**config.mk**
```make
export PLATFORM = sky130hd
export DESIGN_NAME = task_scheduler_with_semaphores
export DESIGN_NICKNAME = d
export VERILOG_FILES = /design/src/design/tsched_pkg.sv /design/src/design/task_scheduler_with_semaphores.sv /design/src/design/tsched_ram.sv /design/src/design/tsched_queue.sv /design/src/design/tsched_front.sv /design/src/design/tsched_back.sv
export SDC_FILE = /design/constraint.sdc
export NUM_CORES = 1
export LEC_CHECK = 0
export BUFFER_PORTS_ARGS = -buffer_cell sky130_fd_sc_hd__buf_2
export CELL_PAD_IN_SITES_DETAIL_PLACEMENT = 1
export CELL_PAD_IN_SITES_GLOBAL_PLACEMENT = 1
export CORE_MARGIN = 3
export CORE_UTILIZATION = 35
export DETAILED_ROUTE_END_ITERATION = 10
export HOLD_SLACK_MARGIN = 0.05
export PLACE_DENSITY = 0.62
export SYNTH_ARGS = -nofsm -noshare
export SYNTH_HDL_FRONTEND = slang
export SYNTH_SLANG_ARGS = --single-unit
```
**constraint.sdc**
```tcl
create_clock -name clk -period 9 [get_ports clk]
set_input_delay 0.9 -clock clk [delete_from_list [all_inputs] [get_ports clk]]
set_output_delay 0.9 -clock clk [all_outputs]
set_load 0.01 [all_outputs]
```
**src/design/tsched_pkg.sv**
```systemverilog
// ---------------------------------------------------------------------------
// Task scheduler package
// Command and result types, operation codes and default sizes.
// ---------------------------------------------------------------------------
package tsched_pkg;

  localparam int NUM_TASKS_DEF = 8;
  localparam int NUM_SEMS_DEF  = 4;
  localparam int QUEUE_DEPTH   = 2;

  localparam int TICK_W     = 16;
  localparam int SEM_W      = 8;
  localparam int TASK_IDX_W = 3;
  localparam int SEM_IDX_W  = 2;

  localparam logic signed [SEM_W-1:0] SEM_MIN = -8'sd128;
  localparam logic signed [SEM_W-1:0] SEM_MAX = 8'sd127;

  typedef enum logic [2:0] {
    OP_SCHEDULE = 3'd0,
    OP_WAIT     = 3'd1,
    OP_SIGNAL   = 3'd2,
    OP_SLEEP    = 3'd3,
    OP_LOAD     = 3'd4,
    OP_SET_SEM  = 3'd5,
    OP_NOP      = 3'd6
  } op_t;

  typedef enum logic [2:0] {
    ST_IDLE,
    ST_EXEC,
    ST_WAKE,
    ST_SCAN1,
    ST_REFILL,
    ST_SCAN2,
    ST_DONE
  } state_t;

  typedef struct packed {
    op_t                     op;
    logic [TASK_IDX_W-1:0]   task_index;
    logic [SEM_IDX_W-1:0]    sem_index;
    logic [TICK_W-1:0]       prio;
    logic [TICK_W-1:0]       ticks;
    logic                    sleep_set;
    logic signed [SEM_W-1:0] sem_initial;
  } cmd_t;

  typedef struct packed {
    logic [TASK_IDX_W-1:0] current_task;
    logic                  any_runnable;
    logic                  caller_blocked;
    logic                  woke_task;
    logic [TASK_IDX_W-1:0] woken_index;
  } res_t;

endpackage

```
**src/design/task_scheduler_with_semaphores.sv**
```systemverilog
// ---------------------------------------------------------------------------
// Task scheduler with counting semaphores
// Picks the runnable task with the most remaining ticks and manages FIFO
// waits on counting semaphores.
// ---------------------------------------------------------------------------
// Every input beat gives exactly one result beat. A decode front checks the
// beat and queues it (two entries deep); the back end runs one command at a
// time. Load task, set semaphore, unused codes and a signal that releases no
// one pass from the queue through the execute and done states; a signal that
// releases a waiter also passes the wake state (one ring read). Schedule,
// sleep and a blocking wait run a scan over the task table, one task per
// cycle, with a refill and second pass when the first pass finds no task with
// ticks left. The output register lets the next command run while a result is
// still stalled; its result then waits in the done state. The wait ring RAM is
// not cleared at reset; a signal may read an entry that was never queued.
module task_scheduler_with_semaphores #(
  parameter int NUM_TASKS = tsched_pkg::NUM_TASKS_DEF,
  parameter int NUM_SEMS  = tsched_pkg::NUM_SEMS_DEF
) (
  input  logic                                clk,
  input  logic                                rst_n,
  input  logic                                in_valid,
  output logic                                in_stall,
  input  logic [2:0]                          in_opcode,
  input  logic [tsched_pkg::TASK_IDX_W-1:0]   in_task_index,
  input  logic [tsched_pkg::SEM_IDX_W-1:0]    in_sem_index,
  input  logic [tsched_pkg::TICK_W-1:0]       in_task_priority,
  input  logic [tsched_pkg::TICK_W-1:0]       in_task_ticks,
  input  logic [tsched_pkg::TICK_W-1:0]       in_sleep_ticks,
  input  logic signed [tsched_pkg::SEM_W-1:0] in_sem_initial,
  output logic                                out_valid,
  input  logic                                out_stall,
  output logic [tsched_pkg::TASK_IDX_W-1:0]   out_current_task,
  output logic                                out_any_runnable,
  output logic                                out_caller_blocked,
  output logic                                out_woke_task,
  output logic [tsched_pkg::TASK_IDX_W-1:0]   out_woken_index
);
  import tsched_pkg::*;

  logic push, full, pop, empty;
  cmd_t push_cmd, pop_cmd;
  res_t res;

  tsched_front #(
    .NUM_TASKS (NUM_TASKS),
    .NUM_SEMS  (NUM_SEMS)
  ) u_front (
    .in_valid         (in_valid),
    .in_stall         (in_stall),
    .in_opcode        (in_opcode),
    .in_task_index    (in_task_index),
    .in_sem_index     (in_sem_index),
    .in_task_priority (in_task_priority),
    .in_task_ticks    (in_task_ticks),
    .in_sleep_ticks   (in_sleep_ticks),
    .in_sem_initial   (in_sem_initial),
    .push             (push),
    .push_cmd         (push_cmd),
    .full             (full)
  );

  tsched_queue u_queue (
    .clk      (clk),
    .rst_n    (rst_n),
    .push     (push),
    .push_cmd (push_cmd),
    .full     (full),
    .pop      (pop),
    .pop_cmd  (pop_cmd),
    .empty    (empty)
  );

  tsched_back #(
    .NUM_TASKS (NUM_TASKS),
    .NUM_SEMS  (NUM_SEMS)
  ) u_back (
    .clk       (clk),
    .rst_n     (rst_n),
    .cmd_empty (empty),
    .cmd_in    (pop_cmd),
    .cmd_pop   (pop),
    .out_valid (out_valid),
    .out_stall (out_stall),
    .res       (res)
  );

  assign out_current_task   = res.current_task;
  assign out_any_runnable   = res.any_runnable;
  assign out_caller_blocked = res.caller_blocked;
  assign out_woke_task      = res.woke_task;
  assign out_woken_index    = res.woken_index;

endmodule

```
**src/design/tsched_ram.sv**
```systemverilog
// ---------------------------------------------------------------------------
// Generic RAM
// One write port, one read port, registered read data.
// ---------------------------------------------------------------------------
module tsched_ram #(
  parameter int WIDTH = 8,
  parameter int DEPTH = 32
) (
  input  logic                     clk,
  input  logic                     we,
  input  logic [$clog2(DEPTH)-1:0] waddr,
  input  logic [WIDTH-1:0]         wdata,
  input  logic [$clog2(DEPTH)-1:0] raddr,
  output logic [WIDTH-1:0]         rdata
);

  logic [WIDTH-1:0] mem_r [DEPTH];

  always_ff @(posedge clk) begin
    if (we) begin
      mem_r[waddr] <= wdata;
    end
    rdata <= mem_r[raddr];
  end

endmodule

```
**src/design/tsched_queue.sv**
```systemverilog
// ---------------------------------------------------------------------------
// Command queue
// Short FIFO between the decode front and the execution back end.
// ---------------------------------------------------------------------------
module tsched_queue (
  input  logic              clk,
  input  logic              rst_n,
  input  logic              push,
  input  tsched_pkg::cmd_t  push_cmd,
  output logic              full,
  input  logic              pop,
  output tsched_pkg::cmd_t  pop_cmd,
  output logic              empty
);
  import tsched_pkg::*;

  localparam int PW = (QUEUE_DEPTH > 1) ? $clog2(QUEUE_DEPTH) : 1;
  localparam int CW = $clog2(QUEUE_DEPTH + 1);

  cmd_t          entry_r [QUEUE_DEPTH];
  logic [PW-1:0] wr_ptr_r, wr_ptr_nxt;
  logic [PW-1:0] rd_ptr_r, rd_ptr_nxt;
  logic [CW-1:0] count_r, count_nxt;
  logic          do_push, do_pop;

  function automatic logic [PW-1:0] ptr_next(input logic [PW-1:0] p);
    logic [PW-1:0] n;
    if (p == PW'(QUEUE_DEPTH - 1)) begin
      n = '0;
    end else begin
      n = p + 1'b1;
    end
    return n;
  endfunction

  assign full    = (count_r == CW'(QUEUE_DEPTH));
  assign empty   = (count_r == '0);
  assign do_push = push && !full;
  assign do_pop  = pop && !empty;
  assign pop_cmd = entry_r[rd_ptr_r];

  always_comb begin
    wr_ptr_nxt = do_push ? ptr_next(wr_ptr_r) : wr_ptr_r;
    rd_ptr_nxt = do_pop ? ptr_next(rd_ptr_r) : rd_ptr_r;
    count_nxt  = count_r;
    if (do_push && !do_pop) begin
      count_nxt = count_r + 1'b1;
    end else if (do_pop && !do_push) begin
      count_nxt = count_r - 1'b1;
    end
  end

  always_ff @(posedge clk) begin
    if (!rst_n) begin
      wr_ptr_r <= '0;
      rd_ptr_r <= '0;
      count_r  <= '0;
    end else begin
      wr_ptr_r <= wr_ptr_nxt;
      rd_ptr_r <= rd_ptr_nxt;
      count_r  <= count_nxt;
    end
  end

  always_ff @(posedge clk) begin
    if (do_push) begin
      entry_r[wr_ptr_r] <= push_cmd;
    end
  end

endmodule

```
**src/design/tsched_front.sv**
```systemverilog
// ---------------------------------------------------------------------------
// Decode front
// Accepts input beats, checks indexes and turns each into a command.
// ---------------------------------------------------------------------------
module tsched_front #(
  parameter int NUM_TASKS = tsched_pkg::NUM_TASKS_DEF,
  parameter int NUM_SEMS  = tsched_pkg::NUM_SEMS_DEF
) (
  input  logic                                      in_valid,
  output logic                                      in_stall,
  input  logic [2:0]                                in_opcode,
  input  logic [tsched_pkg::TASK_IDX_W-1:0]         in_task_index,
  input  logic [tsched_pkg::SEM_IDX_W-1:0]          in_sem_index,
  input  logic [tsched_pkg::TICK_W-1:0]             in_task_priority,
  input  logic [tsched_pkg::TICK_W-1:0]             in_task_ticks,
  input  logic [tsched_pkg::TICK_W-1:0]             in_sleep_ticks,
  input  logic signed [tsched_pkg::SEM_W-1:0]       in_sem_initial,
  output logic                                      push,
  output tsched_pkg::cmd_t                          push_cmd,
  input  logic                                      full
);
  import tsched_pkg::*;

  logic task_ok, sem_ok;
  op_t  op_sel;

  assign task_ok = int'(in_task_index) < NUM_TASKS;
  assign sem_ok  = int'(in_sem_index) < NUM_SEMS;

  // Drop out-of-range indexes and unused codes here, so the back end sees a no-op.
  always_comb begin
    case (in_opcode)
      OP_SCHEDULE: op_sel = OP_SCHEDULE;
      OP_WAIT:     op_sel = sem_ok ? OP_WAIT : OP_NOP;
      OP_SIGNAL:   op_sel = sem_ok ? OP_SIGNAL : OP_NOP;
      OP_SLEEP:    op_sel = OP_SLEEP;
      OP_LOAD:     op_sel = task_ok ? OP_LOAD : OP_NOP;
      OP_SET_SEM:  op_sel = sem_ok ? OP_SET_SEM : OP_NOP;
      default:     op_sel = OP_NOP;
    endcase
  end

  always_comb begin
    push_cmd.op          = op_sel;
    push_cmd.task_index  = in_task_index;
    push_cmd.sem_index   = in_sem_index;
    push_cmd.prio        = in_task_priority;
    push_cmd.ticks       = in_task_ticks;
    push_cmd.sleep_set   = |in_sleep_ticks;
    push_cmd.sem_initial = in_sem_initial;
  end

  assign push     = in_valid;
  assign in_stall = full;

endmodule

```
**src/design/tsched_back.sv**
```systemverilog
// ---------------------------------------------------------------------------
// Execution back end
// Holds task and semaphore state, runs commands and the scheduling scan.
// ---------------------------------------------------------------------------
module tsched_back #(
  parameter int NUM_TASKS = tsched_pkg::NUM_TASKS_DEF,
  parameter int NUM_SEMS  = tsched_pkg::NUM_SEMS_DEF
) (
  input  logic              clk,
  input  logic              rst_n,
  input  logic              cmd_empty,
  input  tsched_pkg::cmd_t  cmd_in,
  output logic              cmd_pop,
  output logic              out_valid,
  input  logic              out_stall,
  output tsched_pkg::res_t  res
);
  import tsched_pkg::*;

  localparam int TW = $clog2(NUM_TASKS);
  localparam int SW = (NUM_SEMS > 1) ? $clog2(NUM_SEMS) : 1;
  localparam int RING_AW    = SW + TW;
  localparam int RING_DEPTH = 2 ** RING_AW;

  // Task state
  logic [TICK_W-1:0]     prio_r  [NUM_TASKS];
  logic [TICK_W-1:0]     ticks_r [NUM_TASKS];
  logic [NUM_TASKS-1:0]  sleep_nz_r, sleep_nz_nxt;
  logic [NUM_TASKS-1:0]  blocked_r, blocked_nxt;
  logic [TW-1:0]         running_r, running_nxt;
  logic [NUM_TASKS-1:0]  runnable;

  // Semaphore state
  logic signed [SEM_W-1:0] sem_count_r [NUM_SEMS];
  logic [TW-1:0]           head_r [NUM_SEMS];
  logic [TW-1:0]           tail_r [NUM_SEMS];

  // Control
  state_t              state_r, state_nxt;
  cmd_t                cmd_r;
  logic [TW-1:0]       idx_r, idx_nxt;
  logic [TICK_W-1:0]   best_r, best_nxt;
  logic [TW-1:0]       pick_r, pick_nxt;
  logic                caller_blocked_r, caller_blocked_nxt;
  logic                woke_r, woke_nxt;
  logic [TW-1:0]       woken_r, woken_nxt;
  logic                out_valid_r, out_valid_nxt;
  res_t                res_r, res_nxt;

  // Strobes
  logic                    load_we, refill_en, sem_we, head_adv, tail_adv, ring_we;
  logic signed [SEM_W-1:0] sem_wdata;

  // Decoded operands
  logic [TW-1:0]           task_sel;
  logic [SW-1:0]           sem_sel;
  logic signed [SEM_W-1:0] sem_cur, sem_dec, sem_inc;
  logic [TW-1:0]           ring_rdata;

  // Scan step
  logic [TICK_W-1:0] cand_ticks, best_step;
  logic [TW-1:0]     pick_step;
  logic              take, scan_last;

  function automatic logic [TW-1:0] ring_next(input logic [TW-1:0] p);
    logic [TW-1:0] n;
    if (p == TW'(NUM_TASKS - 1)) begin
      n = '0;
    end else begin
      n = p + 1'b1;
    end
    return n;
  endfunction

  assign task_sel = TW'(cmd_r.task_index);
  assign sem_sel  = SW'(cmd_r.sem_index);
  assign sem_cur  = sem_count_r[sem_sel];
  assign sem_dec  = (sem_cur == SEM_MIN) ? sem_cur : sem_cur - 8'sd1;
  assign sem_inc  = (sem_cur == SEM_MAX) ? sem_cur : sem_cur + 8'sd1;
  assign runnable = ~sleep_nz_r & ~blocked_r;

  assign cand_ticks = ticks_r[idx_r];
  assign take       = runnable[idx_r] && (cand_ticks > best_r);
  assign best_step  = take ? cand_ticks : best_r;
  assign pick_step  = take ? idx_r : pick_r;
  assign scan_last  = (idx_r == TW'(NUM_TASKS - 1));

  tsched_ram #(
    .WIDTH (TW),
    .DEPTH (RING_DEPTH)
  ) u_ring (
    .clk   (clk),
    .we    (ring_we),
    .waddr ({sem_sel, tail_r[sem_sel]}),
    .wdata (running_r),
    .raddr ({sem_sel, head_r[sem_sel]}),
    .rdata (ring_rdata)
  );

  always_comb begin
    state_nxt          = state_r;
    idx_nxt            = idx_r;
    best_nxt           = best_r;
    pick_nxt           = pick_r;
    running_nxt        = running_r;
    caller_blocked_nxt = caller_blocked_r;
    woke_nxt           = woke_r;
    woken_nxt          = woken_r;
    sleep_nz_nxt       = sleep_nz_r;
    blocked_nxt        = blocked_r;
    out_valid_nxt      = out_valid_r && out_stall;
    res_nxt            = res_r;
    cmd_pop            = 1'b0;
    load_we            = 1'b0;
    refill_en          = 1'b0;
    sem_we             = 1'b0;
    sem_wdata          = cmd_r.sem_initial;
    head_adv           = 1'b0;
    tail_adv           = 1'b0;
    ring_we            = 1'b0;

    case (state_r)
      ST_IDLE: begin
        if (!cmd_empty) begin
          cmd_pop            = 1'b1;
          caller_blocked_nxt = 1'b0;
          woke_nxt           = 1'b0;
          woken_nxt          = '0;
          state_nxt          = ST_EXEC;
        end
      end

      ST_EXEC: begin
        idx_nxt   = '0;
        best_nxt  = '0;
        pick_nxt  = '0;
        state_nxt = ST_DONE;
        case (cmd_r.op)
          OP_SCHEDULE: begin
            state_nxt = ST_SCAN1;
          end
          OP_WAIT: begin
            sem_we    = 1'b1;
            sem_wdata = sem_dec;
            if (sem_dec[SEM_W-1]) begin
              // block the caller, queue it and pick another task
              blocked_nxt[running_r] = 1'b1;
              ring_we                = 1'b1;
              tail_adv               = 1'b1;
              caller_blocked_nxt     = 1'b1;
              state_nxt              = ST_SCAN1;
            end
          end
          OP_SIGNAL: begin
            sem_we    = 1'b1;
            sem_wdata = sem_inc;
            if (sem_inc[SEM_W-1] || (sem_inc == '0)) begin
              // ring head is read this edge; release it next cycle
              head_adv  = 1'b1;
              woke_nxt  = 1'b1;
              state_nxt = ST_WAKE;
            end
          end
          OP_SLEEP: begin
            sleep_nz_nxt[running_r] = cmd_r.sleep_set;
            state_nxt               = ST_SCAN1;
          end
          OP_LOAD: begin
            load_we                = 1'b1;
            sleep_nz_nxt[task_sel] = cmd_r.sleep_set;
          end
          OP_SET_SEM: begin
            sem_we = 1'b1;
          end
          default: begin
          end
        endcase
      end

      ST_WAKE: begin
        if ({1'b0, ring_rdata} < (TW + 1)'(NUM_TASKS)) begin
          blocked_nxt[ring_rdata] = 1'b0;
        end
        woken_nxt = ring_rdata;
        state_nxt = ST_DONE;
      end

      ST_SCAN1: begin
        idx_nxt  = idx_r + 1'b1;
        best_nxt = best_step;
        pick_nxt = pick_step;
        if (scan_last) begin
          if (best_step != '0) begin
            running_nxt = pick_step;
            state_nxt   = ST_DONE;
          end else begin
            state_nxt = ST_REFILL;
          end
        end
      end

      ST_REFILL: begin
        refill_en = 1'b1;
        idx_nxt   = '0;
        best_nxt  = '0;
        pick_nxt  = '0;
        state_nxt = (|runnable) ? ST_SCAN2 : ST_DONE;
      end

      ST_SCAN2: begin
        idx_nxt  = idx_r + 1'b1;
        best_nxt = best_step;
        pick_nxt = pick_step;
        if (scan_last) begin
          if (best_step != '0) begin
            running_nxt = pick_step;
          end
          state_nxt = ST_DONE;
        end
      end

      ST_DONE: begin
        // hold until the output register is free or being drained
        if (!out_valid_r || !out_stall) begin
          out_valid_nxt          = 1'b1;
          res_nxt.current_task   = TASK_IDX_W'(running_r);
          res_nxt.any_runnable   = |runnable;
          res_nxt.caller_blocked = caller_blocked_r;
          res_nxt.woke_task      = woke_r;
          res_nxt.woken_index    = TASK_IDX_W'(woken_r);
          state_nxt              = ST_IDLE;
        end
      end

      default: begin
        state_nxt = ST_IDLE;
      end
    endcase
  end

  always_ff @(posedge clk) begin
    if (!rst_n) begin
      state_r          <= ST_IDLE;
      running_r        <= '0;
      sleep_nz_r       <= '0;
      blocked_r        <= '0;
      caller_blocked_r <= 1'b0;
      woke_r           <= 1'b0;
      woken_r          <= '0;
      out_valid_r      <= 1'b0;
    end else begin
      state_r          <= state_nxt;
      running_r        <= running_nxt;
      sleep_nz_r       <= sleep_nz_nxt;
      blocked_r        <= blocked_nxt;
      caller_blocked_r <= caller_blocked_nxt;
      woke_r           <= woke_nxt;
      woken_r          <= woken_nxt;
      out_valid_r      <= out_valid_nxt;
    end
  end

  always_ff @(posedge clk) begin
    idx_r  <= idx_nxt;
    best_r <= best_nxt;
    pick_r <= pick_nxt;
    res_r  <= res_nxt;
    if (cmd_pop) begin
      cmd_r <= cmd_in;
    end
  end

  always_ff @(posedge clk) begin
    if (!rst_n) begin
      for (int t = 0; t < NUM_TASKS; t++) begin
        prio_r[t]  <= '0;
        ticks_r[t] <= '0;
      end
    end else begin
      for (int t = 0; t < NUM_TASKS; t++) begin
        if (load_we && (task_sel == TW'(t))) begin
          prio_r[t]  <= cmd_r.prio;
          ticks_r[t] <= cmd_r.ticks;
        end else if (refill_en && (ticks_r[t] == '0)) begin
          ticks_r[t] <= prio_r[t];
        end
      end
    end
  end

  always_ff @(posedge clk) begin
    if (!rst_n) begin
      for (int s = 0; s < NUM_SEMS; s++) begin
        sem_count_r[s] <= '0;
        head_r[s]      <= '0;
        tail_r[s]      <= '0;
      end
    end else begin
      if (sem_we) begin
        sem_count_r[sem_sel] <= sem_wdata;
      end
      if (head_adv) begin
        head_r[sem_sel] <= ring_next(head_r[sem_sel]);
      end
      if (tail_adv) begin
        tail_r[sem_sel] <= ring_next(tail_r[sem_sel]);
      end
    end
  end

  assign out_valid = out_valid_r;
  assign res       = res_r;

endmodule

```
== After elaboration in Yosys (flattened, before gate mapping) ==
Memory sizes are Yosys's and may differ from the RTL's. A register that Yosys moved wholly into a read port is not among the register bits.
Index checks and enable logic that the tools add are counted.
Storage, ports and cells
  bits in registers: 63
  RAM bits: 506
  input bits: 68
  output and inout bits: 11
  logic and storage cells: 352
  memories kept: 7
Memory list
  u_back.prio_r: depth 8, bits a word 16, rd ports 8, clocked after memory_dff 0, write ports 8, RTL line tsched_back.sv:26  | logic [TICK_W-1:0] prio_r [NUM_TASKS];
  u_back.ticks_r: depth 8, bits a word 16, rd ports 9, clocked after memory_dff 1, write ports 8, RTL line tsched_back.sv:27  | logic [TICK_W-1:0] ticks_r [NUM_TASKS];
  u_queue.entry_r: depth 2, bits a word 49, rd ports 1, clocked after memory_dff 1, write ports 1, RTL line tsched_queue.sv:20  | cmd_t entry_r [QUEUE_DEPTH];
  u_back.u_ring.mem_r: depth 32, bits a word 3, rd ports 1, clocked after memory_dff 1, write ports 1, RTL line tsched_ram.sv:17  | logic [WIDTH-1:0] mem_r [DEPTH];
  u_back.sem_count_r: depth 4, bits a word 8, rd ports 1, clocked after memory_dff 0, write ports 4, RTL line tsched_back.sv:34  | logic signed [SEM_W-1:0] sem_count_r [NUM_SEMS];
  u_back.head_r: depth 4, bits a word 3, rd ports 1, clocked after memory_dff 0, write ports 4, RTL line tsched_back.sv:35  | logic [TW-1:0] head_r [NUM_SEMS];
  1 more memories
Cells by class
  add/subtract/negate cells: 9
  $lt $le $gt $ge: 8
  equality and inequality tests: 37
  mux-type cells: 171
  bitwise gates (word level): 30
  reductions and logical operators: 71
Operators with widths (count)
  2-to-1 mux 16 bit: 25
  logical NOT 16 bit: 8
  2-to-1 mux 1 bit: 98
  2-to-1 mux 3 bit: 17
  2-to-1 mux 8 bit: 6
  case mux 8 bit (2 select lines): 3
  == test 3 bit, second input constant: 14
  case mux 16 bit (2 select lines): 1
  logical AND 1 bit: 25
  == test 3 x 2 -> 1 bit, second input constant: 8
  inverter 8 bit: 3
  bitwise OR 1 bit: 24
  case mux 3 bit (7 select lines): 1
  case mux 3 bit (2 select lines): 3
  case mux 3 bit (6 select lines): 1
  AND 8 bit: 2
  bitwise mux 8 bit: 2
  == test 8 bit, second input constant: 2
  greater-than comparator 16 bit: 1
  < comparator 3 x 4 -> 1 bit, second input constant: 4
  nonzero test 16 bit: 1
  OR reduction 16 bit: 1
  OR reduction 8 bit: 2
  2-to-1 mux 2 bit: 7
  27 further kinds: 67

== Logic depth before layout (Yosys ltp) ==
Gate-level depths: netlist of the first run.
An unclocked memory read counts as a cell.
  depth after elaboration: 13
  gate-level depth with buffers: 17
  depth with buffers taken out: 12

== Cells and area by module ==
Synthesis of the first run repeated with hierarchy kept, for this count alone.
Unflattened totals
  cell total of the unflattened synthesis: 1861
  area, all modules: 26970.9 µm²
By module, submodules not included
  tsched_back: times used 1, cells an instance 1444, area an instance 18893.1 µm², seq. area each 12431.9 µm²
  tsched_ram: times used 1, cells an instance 185, area an instance 3916.3 µm², seq. area each 2942.8 µm²
  tsched_queue: times used 1, cells an instance 177, area an instance 3762.4 µm², seq. area each 3042.9 µm²
  tsched_front: times used 1, cells an instance 55, area an instance 399.1 µm², seq. area each 0.0 µm²

== Worst setup path after synthesis of the first run ==
No wires, ideal clock.
  path type: register to register
  from: register (tool-made name)
  to: register u_back.running_r[0]
  setup time: 0.073 ns
  arrival time: 3.581 ns
  required time: 8.927 ns
  slack: 5.347 ns
  stages on the path, launching flop included: 14
  buffers on the path: 3
  period minus slack after synthesis: 3.653 ns
  path through: dfxtp_1 > clkbuf_1 > clkbuf_1 > mux4_2 > mux2_2 > ha_1 > nand4_1 > nor3_1 > a21boi_0 > o31a_1 > clkbuf_1 > a21oi_1 > a311oi_1 > mux2i_1
RTL lines
  end signal, assigned: RTL line tsched_back.sv:253  | running_r <= running_nxt;
  end, declared: RTL line tsched_back.sv:30  | logic [TW-1:0] running_r, running_nxt;

==> results of run 1 <==
-- worst max-delay path, delay by kind of cell (launching register included) --
| family | cells | cell delay, ns |
|---|---|---|
| AOI/OAI and AO/OA | 3 | 1.12 |
| adders and majority gates | 1 | 0.30 |
| buffers and inverters | 1 | 0.70 |
| DFF | 1 | 0.78 |
| muxes | 1 | 0.50 |
| and+or+nand+nor | 3 | 1.09 |
-- through the flow --
step | hold WS [ns] | setup slack, ns | power (µW) | area, µm²
6_report | 0.439 | 4.26 | 8520 | 30400
5_1_grt | 0.451 | 3.75 | 8960 | 30400
4_1_cts | 0.440 | 4.22 | 8600 | 30400
3_5_place_dp | 0.425 | 4.24 | 5990 | 28300
3_3_place_gp | 0.418 | 4.42 | 5910 | 28300
2_1_floorplan | 0.408 | 5.35 | 5280 | 26800
-- registers in the layout (all words and copies together), names as in the netlist, 8 cells and up, named ones only --
name                 count
u_back.u_ring.mem_r     96
u_back.head_r           12
u_back.blocked_r         8
u_back.cmd_r            44
u_back.best_r           16
u_back.sleep_nz_r        8
u_back.sem_count_r      32
u_back.tail_r           12
u_back.ticks_r         128
u_queue.entry_r         98
u_back.res               9
u_back.prio_r          128
-- per-layer routing --
layer  vias to the layer above  track usage, %  part of all wire, %
met5                         -               0                    0
met4                         0            4.52                  1.9
met3                        85            3.09                  5.7
met2                       454            29.0                   47
met1                      8311            24.9                   45
li1                       7372               -                    -
-- power groups by stage --
stage               combinational, µW  sequential [µW]  clock, µW
floorplan                        1460             3820          0
finish                           1950             3970       2600
detailed placement               1960             4030          0
global placement                 1890             4020          0
global route                     2170             4010       2780
CTS                              1970             3970       2660
-- area by class of cell --
cell class                      instances  area [µm²]  area share [%]
Inverter                               55         206           0.680
Clock inverter                         26         194           0.639
Timing Repair Buffer                  109         623            2.05
Clock buffer                           90        1850            6.08
Sequential cell                       624       18400            60.5
Tap cell                             1020        1280            4.20
Multi-Input combinational cell       1111        7850            25.9
-- cells in the final DEF (no fill, tap or decap), types with 34 or more instances in the layout --
cell type,instances
sky130_fd_sc_hd__inv_1,52
sky130_fd_sc_hd__nand2_1,153
sky130_fd_sc_hd__nor4_1,44
sky130_fd_sc_hd__mux2_2,57
sky130_fd_sc_hd__a21oi_1,34
sky130_fd_sc_hd__mux2i_1,50
sky130_fd_sc_hd__nor2_1,221
sky130_fd_sc_hd__edfxtp_1,586
sky130_fd_sc_hd__and2_1,40
sky130_fd_sc_hd__a22o_1,96
sky130_fd_sc_hd__o21ai_0,70
sky130_fd_sc_hd__nand3_1,56
sky130_fd_sc_hd__mux4_2,59
sky130_fd_sc_hd__buf_2,78
sky130_fd_sc_hd__dfxtp_1,36
sky130_fd_sc_hd__clkbuf_16,70
-- path summary, 6_finish.rpt --
check | start | endpoint | slack, ns | cells after the start
min | u_back.caller_blocked_r$_SDFFE_PN0P_ | u_back.res[4]$_DFFE_PP_ | 0.44 | 0
max | register | u_back.best_r[11]$_SDFFCE_PN0N_ | 4.26 | 9
max reg2reg | register | u_back.best_r[11]$_SDFFCE_PN0N_ | 4.26 | 9
min reg2reg | u_back.caller_blocked_r$_SDFFE_PN0P_ | u_back.res[4]$_DFFE_PP_ | 0.44 | 0
-- cell families (layout without fill, tap and decap cells) --
kind of cell	after synthesis	count (layout)	share of synthesized area [%]
buffers and inverters	155	280	2.40
XOR/XNOR	12	12	0.392
multiplexers	166	166	9.21
AND/OR/NAND/NOR	618	618	10.7
AO/OA/AOI/OAI	286	286	7.55
adder cells (fa/ha/maj)	29	29	1.34
flip-flops	624	624	68.4
==> impl_metrics.py, run 1 <==
metrics = {
    "outcome": {
        "run_status": "finished clean",
    },
    "power_and_ir_drop": {
        "power_per_cell_area_nw_per_um2": 281,
        "switching_share_pct": 31.8,
        "power.switching_uw": 2710,
        "power_frac_clock_pct": 30.5,
        "p_int_uw": 5810,
        "worst_ir_drop_vdd_v": 0.000156,
        "power_frac_seq_pct": 46.6,
        "cell_leakage_power_uw": 0.0104,
        "logic_gate_share_of_total_power_pct": 22.9,
    },
    "place": {
        "numPlacedInstances": 2919,
        "numPortBuffers": 78,
        "hpwl_after_dpl_mm": 50.0,
        "gp_congestion": 0.868,
    },
    "synth": {
        "synth-main-ff-cell": "sky130_fd_sc_hd__edfxtp_1",
        "synth.distinct_cells": 69,
        "post_synth_inst_count": 1890,
        "synth_top_area_share_pct": 65.6,
        "number_of_enable_flip_flop_cells_after_synthesis": 586,
        "synth_seq_cells": 624,
        "synth_area_leader_cell": "sky130_fd_sc_hd__edfxtp_1",
        "synth-warning-count": 0,
        "syn_nets": 1986,
        "ys_async_sr_fraction_pct": 0,
        "post_synth_most_frequent_cells": "sky130_fd_sc_hd__edfxtp_1, sky130_fd_sc_hd__nor2_1, sky130_fd_sc_hd__nand2_1",
        "yosysMostFrequentCell": "sky130_fd_sc_hd__edfxtp_1",
        "sequential_to_total_area_share_from_yosys_stat_pct": 68.4,
        "synth_area_leaders": "sky130_fd_sc_hd__edfxtp_1, sky130_fd_sc_hd__mux4_2, sky130_fd_sc_hd__a22o_1, sky130_fd_sc_hd__nor2_1, sky130_fd_sc_hd__dfxtp_1",
        "mappedNetlistArea_um2": 26800,
        "mean_instance_size_in_the_synthesized_netlist_um2": 14.2,
    },
    "clock_network": {
        "clock_pin_slew_of_the_registers_on_the_worst_case_setup_and_hold_paths_ns": 0.06,
        "clk_root_buffer_cell": "sky130_fd_sc_hd__clkbuf_16",
        "numCtsBuffers": 68,
        "postCtsSetupRepairBufs": 0,
        "ctsLongestPathBuffers": 3,
        "cts-htree-levels": 3,
        "cts-resized-gates": 0,
        "clock_sink_count": 624,
        "post_cts_hold_buffer_count": 0,
        "insertion_delay_ns": 0.59,
        "tritoncts": "yes",
    },
    "global_route": {
        "grt_first_pass_wirelength_mm": 107,
        "grt_pass1_vias": 16900,
        "groute.usage.overall_pct": 17.8,
        "maximum_number_of_pins_on_one_net_before_global_route_repair": 50,
        "globalRoute.totalOverflow": 0,
        "antenna_found_initial": 1,
    },
    "sta": {
        "max_freq_mhz": 211,
        "final-max-slew-violation-count": 0,
        "rsz0062_at_grt": "no",
        "final.setup_skew_ns": 0.0290,
        "period_minus_slack_ns": 4.74,
        "worst_slew_pin_slew_ns": 1.23,
        "finalSetupViolations": 0,
        "timing.final.hold_violations": 0,
        "layout_worst_path_cycle_share_pct": 52.7,
        "slew_headroom_pct": 17.4,
        "total_negative_slack_ns": 0,
    },
    "setup_path": {
        "critical_path_peak_fanout": 30,
        "cpMaxStageDelayCell": "sky130_fd_sc_hd__dfxtp_1",
        "worst_setup_path_end_kind": "register",
        "worstPathCellList": "clkinv_1 > mux2_2 > ha_1 > nand4_1 > nor3_1 > a21boi_0 > o31a_1 > nand2_1 > a211oi_1",
        "timing.critical_path.slowest_cell_delay_ns": 0.78,
        "worst-endpoint-required_ns": 9.37,
        "cp.arrival_ns": 5.11,
        "setup.worst_path.class": "reg2reg",
        "critical_path.startpoint_type": "register",
    },
    "final_layout": {
        "utilization_pct": 40.4,
        "nets": 2065,
        "fillCellCount": 7711,
        "layoutNonFillerInstCount": 3035,
        "antenna-diode-count": 0,
        "final_layout_size_suffix_gt1_share_pct": 16.5,
        "area_delta_synth_final_pct": 13.1,
    },
    "die": {
        "initial_core_util_pct": 35.7,
        "top_level_ports": 79,
        "core-area_um2": 75200,
        "chipHeight_um": 283,
        "rows": 100,
        "die_width_um": 283,
        "die_area_um2": 80000,
    },
    "detailed_routing": {
        "ant_nets": 0,
        "postRouteWirelength_mm": 71.1,
        "drt_iter0_markers": 1470,
        "drc": 0,
        "routed-via-count": 16200,
        "vias_per_cell": 5.34,
        "dr.pass1.iters": 5,
        "detail_route.wl_per_cell_um": 23.4,
    },
    "min_path": {
        "worstHoldPathType": "reg2reg",
    },
    "run": {
        "timing.max_cap.violations": 0,
    },
}
Note: power is estimated with default switching activity, not from simulation.
==> run 2: changes to the inputs <==
--- a/config.mk
+++ b/config.mk
@@ -12,7 +12,7 @@
 export CORE_UTILIZATION = 35
 export DETAILED_ROUTE_END_ITERATION = 10
 export HOLD_SLACK_MARGIN = 0.05
-export PLACE_DENSITY = 0.62
+export PLACE_DENSITY = 0.64
 export SYNTH_ARGS = -nofsm -noshare
 export SYNTH_HDL_FRONTEND = slang
 export SYNTH_SLANG_ARGS = --single-unit
==> constraint.sdc (replaced) <==
create_clock -name clk -period 4.1 [get_ports clk]
set_input_delay 0.41 -clock clk [delete_from_list [all_inputs] [get_ports clk]]
set_output_delay 0.41 -clock clk [all_outputs]
set_load 0.01 [all_outputs]
==> run 2 against run 1 <==
Net effect:
- total power grew 130%
- utilization grew 1.2 points
- count of clock-buffer cells in the layout shrank 2
- setup slack lost 4.0 ns
- maximum frequency grew 22%
- worst hold slack lost 0.30 ns
- via count grew 3.1%
- non-clock buffer count grew 73
- critical path type unchanged
- largest power group unchanged
- highest routed layer is now met5
==> impl_metrics.py, run 2 (synthesized netlist as in run 1, its figures left out) <==
metrics = {
    "final_layout": {
        "final_layout_size_suffix_gt1_share_pct": 17.6,
        "nets": 2140,
        "area_delta_synth_final_pct": 16.4,
        "antenna-diode-count": 0,
        "fillCellCount": 7693,
        "biggestRegsByFlops": "u_back.prio_r x128, u_back.ticks_r x128, u_queue.entry_r x98",
        "layout.cells.most_common": "sky130_fd_sc_hd__edfxtp_1",
        "most-common-layout-cells": "sky130_fd_sc_hd__edfxtp_1, sky130_fd_sc_hd__nor2_1, sky130_fd_sc_hd__nand2_1",
        "footprint_of_the_multi_input_gates_um2": 7850,
        "finish.instance_area_um2": 31200,
        "area.sequential_um2": 18400,
    },
    "detailed_routing": {
        "ant_nets": 0,
        "detail_route.wl_per_cell_um": 23.6,
        "vias_per_cell": 5.37,
        "dr.pass1.iters": 5,
        "postRouteWirelength_mm": 73.5,
        "drc": 0,
        "drt_iter0_markers": 1442,
        "routed-via-count": 16700,
    },
    "sta": {
        "period_minus_slack_ns": 3.88,
        "slew_headroom_pct": 12.3,
        "final.setup_skew_ns": 0.0244,
        "rsz0062_at_grt": "no",
        "timing.final.hold_violations": 0,
        "worst_hold_slack_ns": 0.136,
        "finalSetupViolations": 0,
        "worst_slew_pin_slew_ns": 1.31,
        "total_negative_slack_ns": 0,
        "final-max-slew-violation-count": 0,
        "worst_slack_ns": 0.221,
        "layout_worst_path_cycle_share_pct": 94.6,
        "max_freq_mhz": 258,
    },
    "global_route": {
        "use_met1_pct": 24.1,
        "use_met2_pct": 31.9,
        "antenna_found_initial": 1,
        "gr-usage-met3_pct": 2.77,
        "globalRoute.totalOverflow": 0,
        "grt_busiest_layer": "met2",
        "maximum_number_of_pins_on_one_net_before_global_route_repair": 46,
        "grt_pass1_vias": 17800,
        "grt_first_pass_wirelength_mm": 111,
        "groute.usage.overall_pct": 18.5,
    },
    "clock_network": {
        "tritoncts": "yes",
        "clock_sink_count": 624,
        "cts-htree-levels": 3,
        "numCtsBuffers": 70,
        "insertion_delay_ns": 0.63,
        "ctsLongestPathBuffers": 3,
        "clk_root_buffer_cell": "sky130_fd_sc_hd__clkbuf_16",
        "clock_pin_slew_of_the_registers_on_the_worst_case_setup_and_hold_paths_ns": 0.06,
    },
    "setup_path": {
        "regToRegSetupSlack_ns": 0.22,
        "reg2reg_to": "u_back.best_r[14]$_SDFFCE_PN0N_",
        "critical_path.startpoint_type": "register",
        "critical_path_buf_inv_count": 2,
        "critical_path_peak_fanout": 37,
        "setup.worst_path.class": "reg2reg",
        "worst_r2r_path_depth": 12,
        "cp.arrival_ns": 4.30,
        "worst_path_dominant_cell_family": "compound AO/OA/AOI/OAI gates",
        "worst-endpoint-required_ns": 4.52,
        "cpMaxStageDelayCell": "sky130_fd_sc_hd__mux4_2",
        "timing.critical_path.slowest_cell_delay_ns": 0.54,
        "critical_path_cell_count": 12,
        "worst_setup_path_end_kind": "register",
        "worstPathCellList": "buf_12 > mux4_2 > mux2_2 > ha_1 > a21oi_1 > o21ai_0 > a221o_1 > o31a_1 > nand2_1 > buf_4 > nor2_1 > a211oi_1",
        "setup.worst_path.end": "u_back.best_r[14]$_SDFFCE_PN0N_",
    },
    "place": {
        "gp_congestion": 0.903,
        "numPortBuffers": 78,
        "placed_standard_cell_area_um2": 28500,
        "place_ws_ns": 0.292,
        "hpwl_after_dpl_mm": 50.8,
    },
    "power_and_ir_drop": {
        "worst_ir_drop_vdd_v": 0.000365,
        "power.switching_uw": 6180,
        "power_frac_seq_pct": 45.4,
        "p_int_uw": 13200,
        "logic_gate_share_of_total_power_pct": 22.9,
        "power_uw": 19300,
        "cell_leakage_power_uw": 0.0108,
        "power_per_cell_area_nw_per_um2": 619,
        "power_frac_clock_pct": 31.8,
        "switching_share_pct": 32.0,
    },
    "run": {
        "timing.max_cap.violations": 0,
    },
    "min_path": {
        "hp-start": "out_stall",
        "worstHoldPathType": "in2reg",
    },
    "die": {
        "rows": 100,
        "initial_core_util_pct": 35.7,
        "chipHeight_um": 283,
        "die_area_um2": 80000,
        "core-area_um2": 75200,
        "die_width_um": 283,
        "top_level_ports": 79,
    },
    "outcome": {
        "run_status": "finished clean",
    },
}
## run 2: how the worst min path moves through the flow
stage	end	slack (ns)	cells past startpoint
final	u_back.out_valid$_SDFF_PN0_	0.14	4
after global placement	u_back.res[4]$_DFFE_PP_	0.41	0
after floorplan	u_back.res[0]$_DFFE_PP_	0.41	0
after detailed placement	u_back.res[4]$_DFFE_PP_	0.42	0
after global routing	u_queue.entry_r[1][8]$_DFFE_PP_	0.15	3
after CTS	u_back.out_valid$_SDFF_PN0_	0.09	4
## run 2: cell type report
type | count | share of cell area (%)
Sequential cell | 624 | 58.8
Multi-Input combinational cell | 1111 | 25.1
Clock buffer | 88 | 5.96
Timing Repair Buffer | 182 | 4.21
Tap cell | 1020 | 4.09
Clock inverter | 35 | 1.19
Inverter | 55 | 0.661
## run 2: worst min-delay path, cell delays in order
cell and delay, ns:
sky130_fd_sc_hd__buf_2 0.09, sky130_fd_sc_hd__nand2_1 0.05, sky130_fd_sc_hd__o21ai_0 0.06, sky130_fd_sc_hd__and2_1 0.11
## run 2: timing repair
item,CTS,global route
setup endpoints to repair,0,18
hold buffers,47,0
resized for setup,0,1
buffers inserted,0,1
endpoints found under the hold margin,94,0
## run 2: power groups by stage
stage          sequential (µW)  combinational (µW)  clock, µW
2_1_floorplan             8380                3210          0
3_3_place_gp              8850                4250          0
3_5_place_dp              8880                4370          0
4_1_cts                   8760                4440       6280
5_1_grt                   8830                4890       6550
6_report                  8770                4430       6140
## run 2: routing by layer
layer | up-vias | wire, µm
met5 | - | 13
met4 | 2 | 2130
met3 | 116 | 3840
met2 | 464 | 36200
met1 | 8599 | 31400
li1 | 7539 | -
## run 2: stage by stage
| step | std cells | util, % |
|---|---|---|
| floorplan | 1890 | - |
| global placement | 2944 | 37.9 |
| detailed placement | 2944 | 37.9 |
| CTS | 3114 | 41.5 |
| global route | 3115 | 41.5 |
| finish | 3115 | 41.5 |
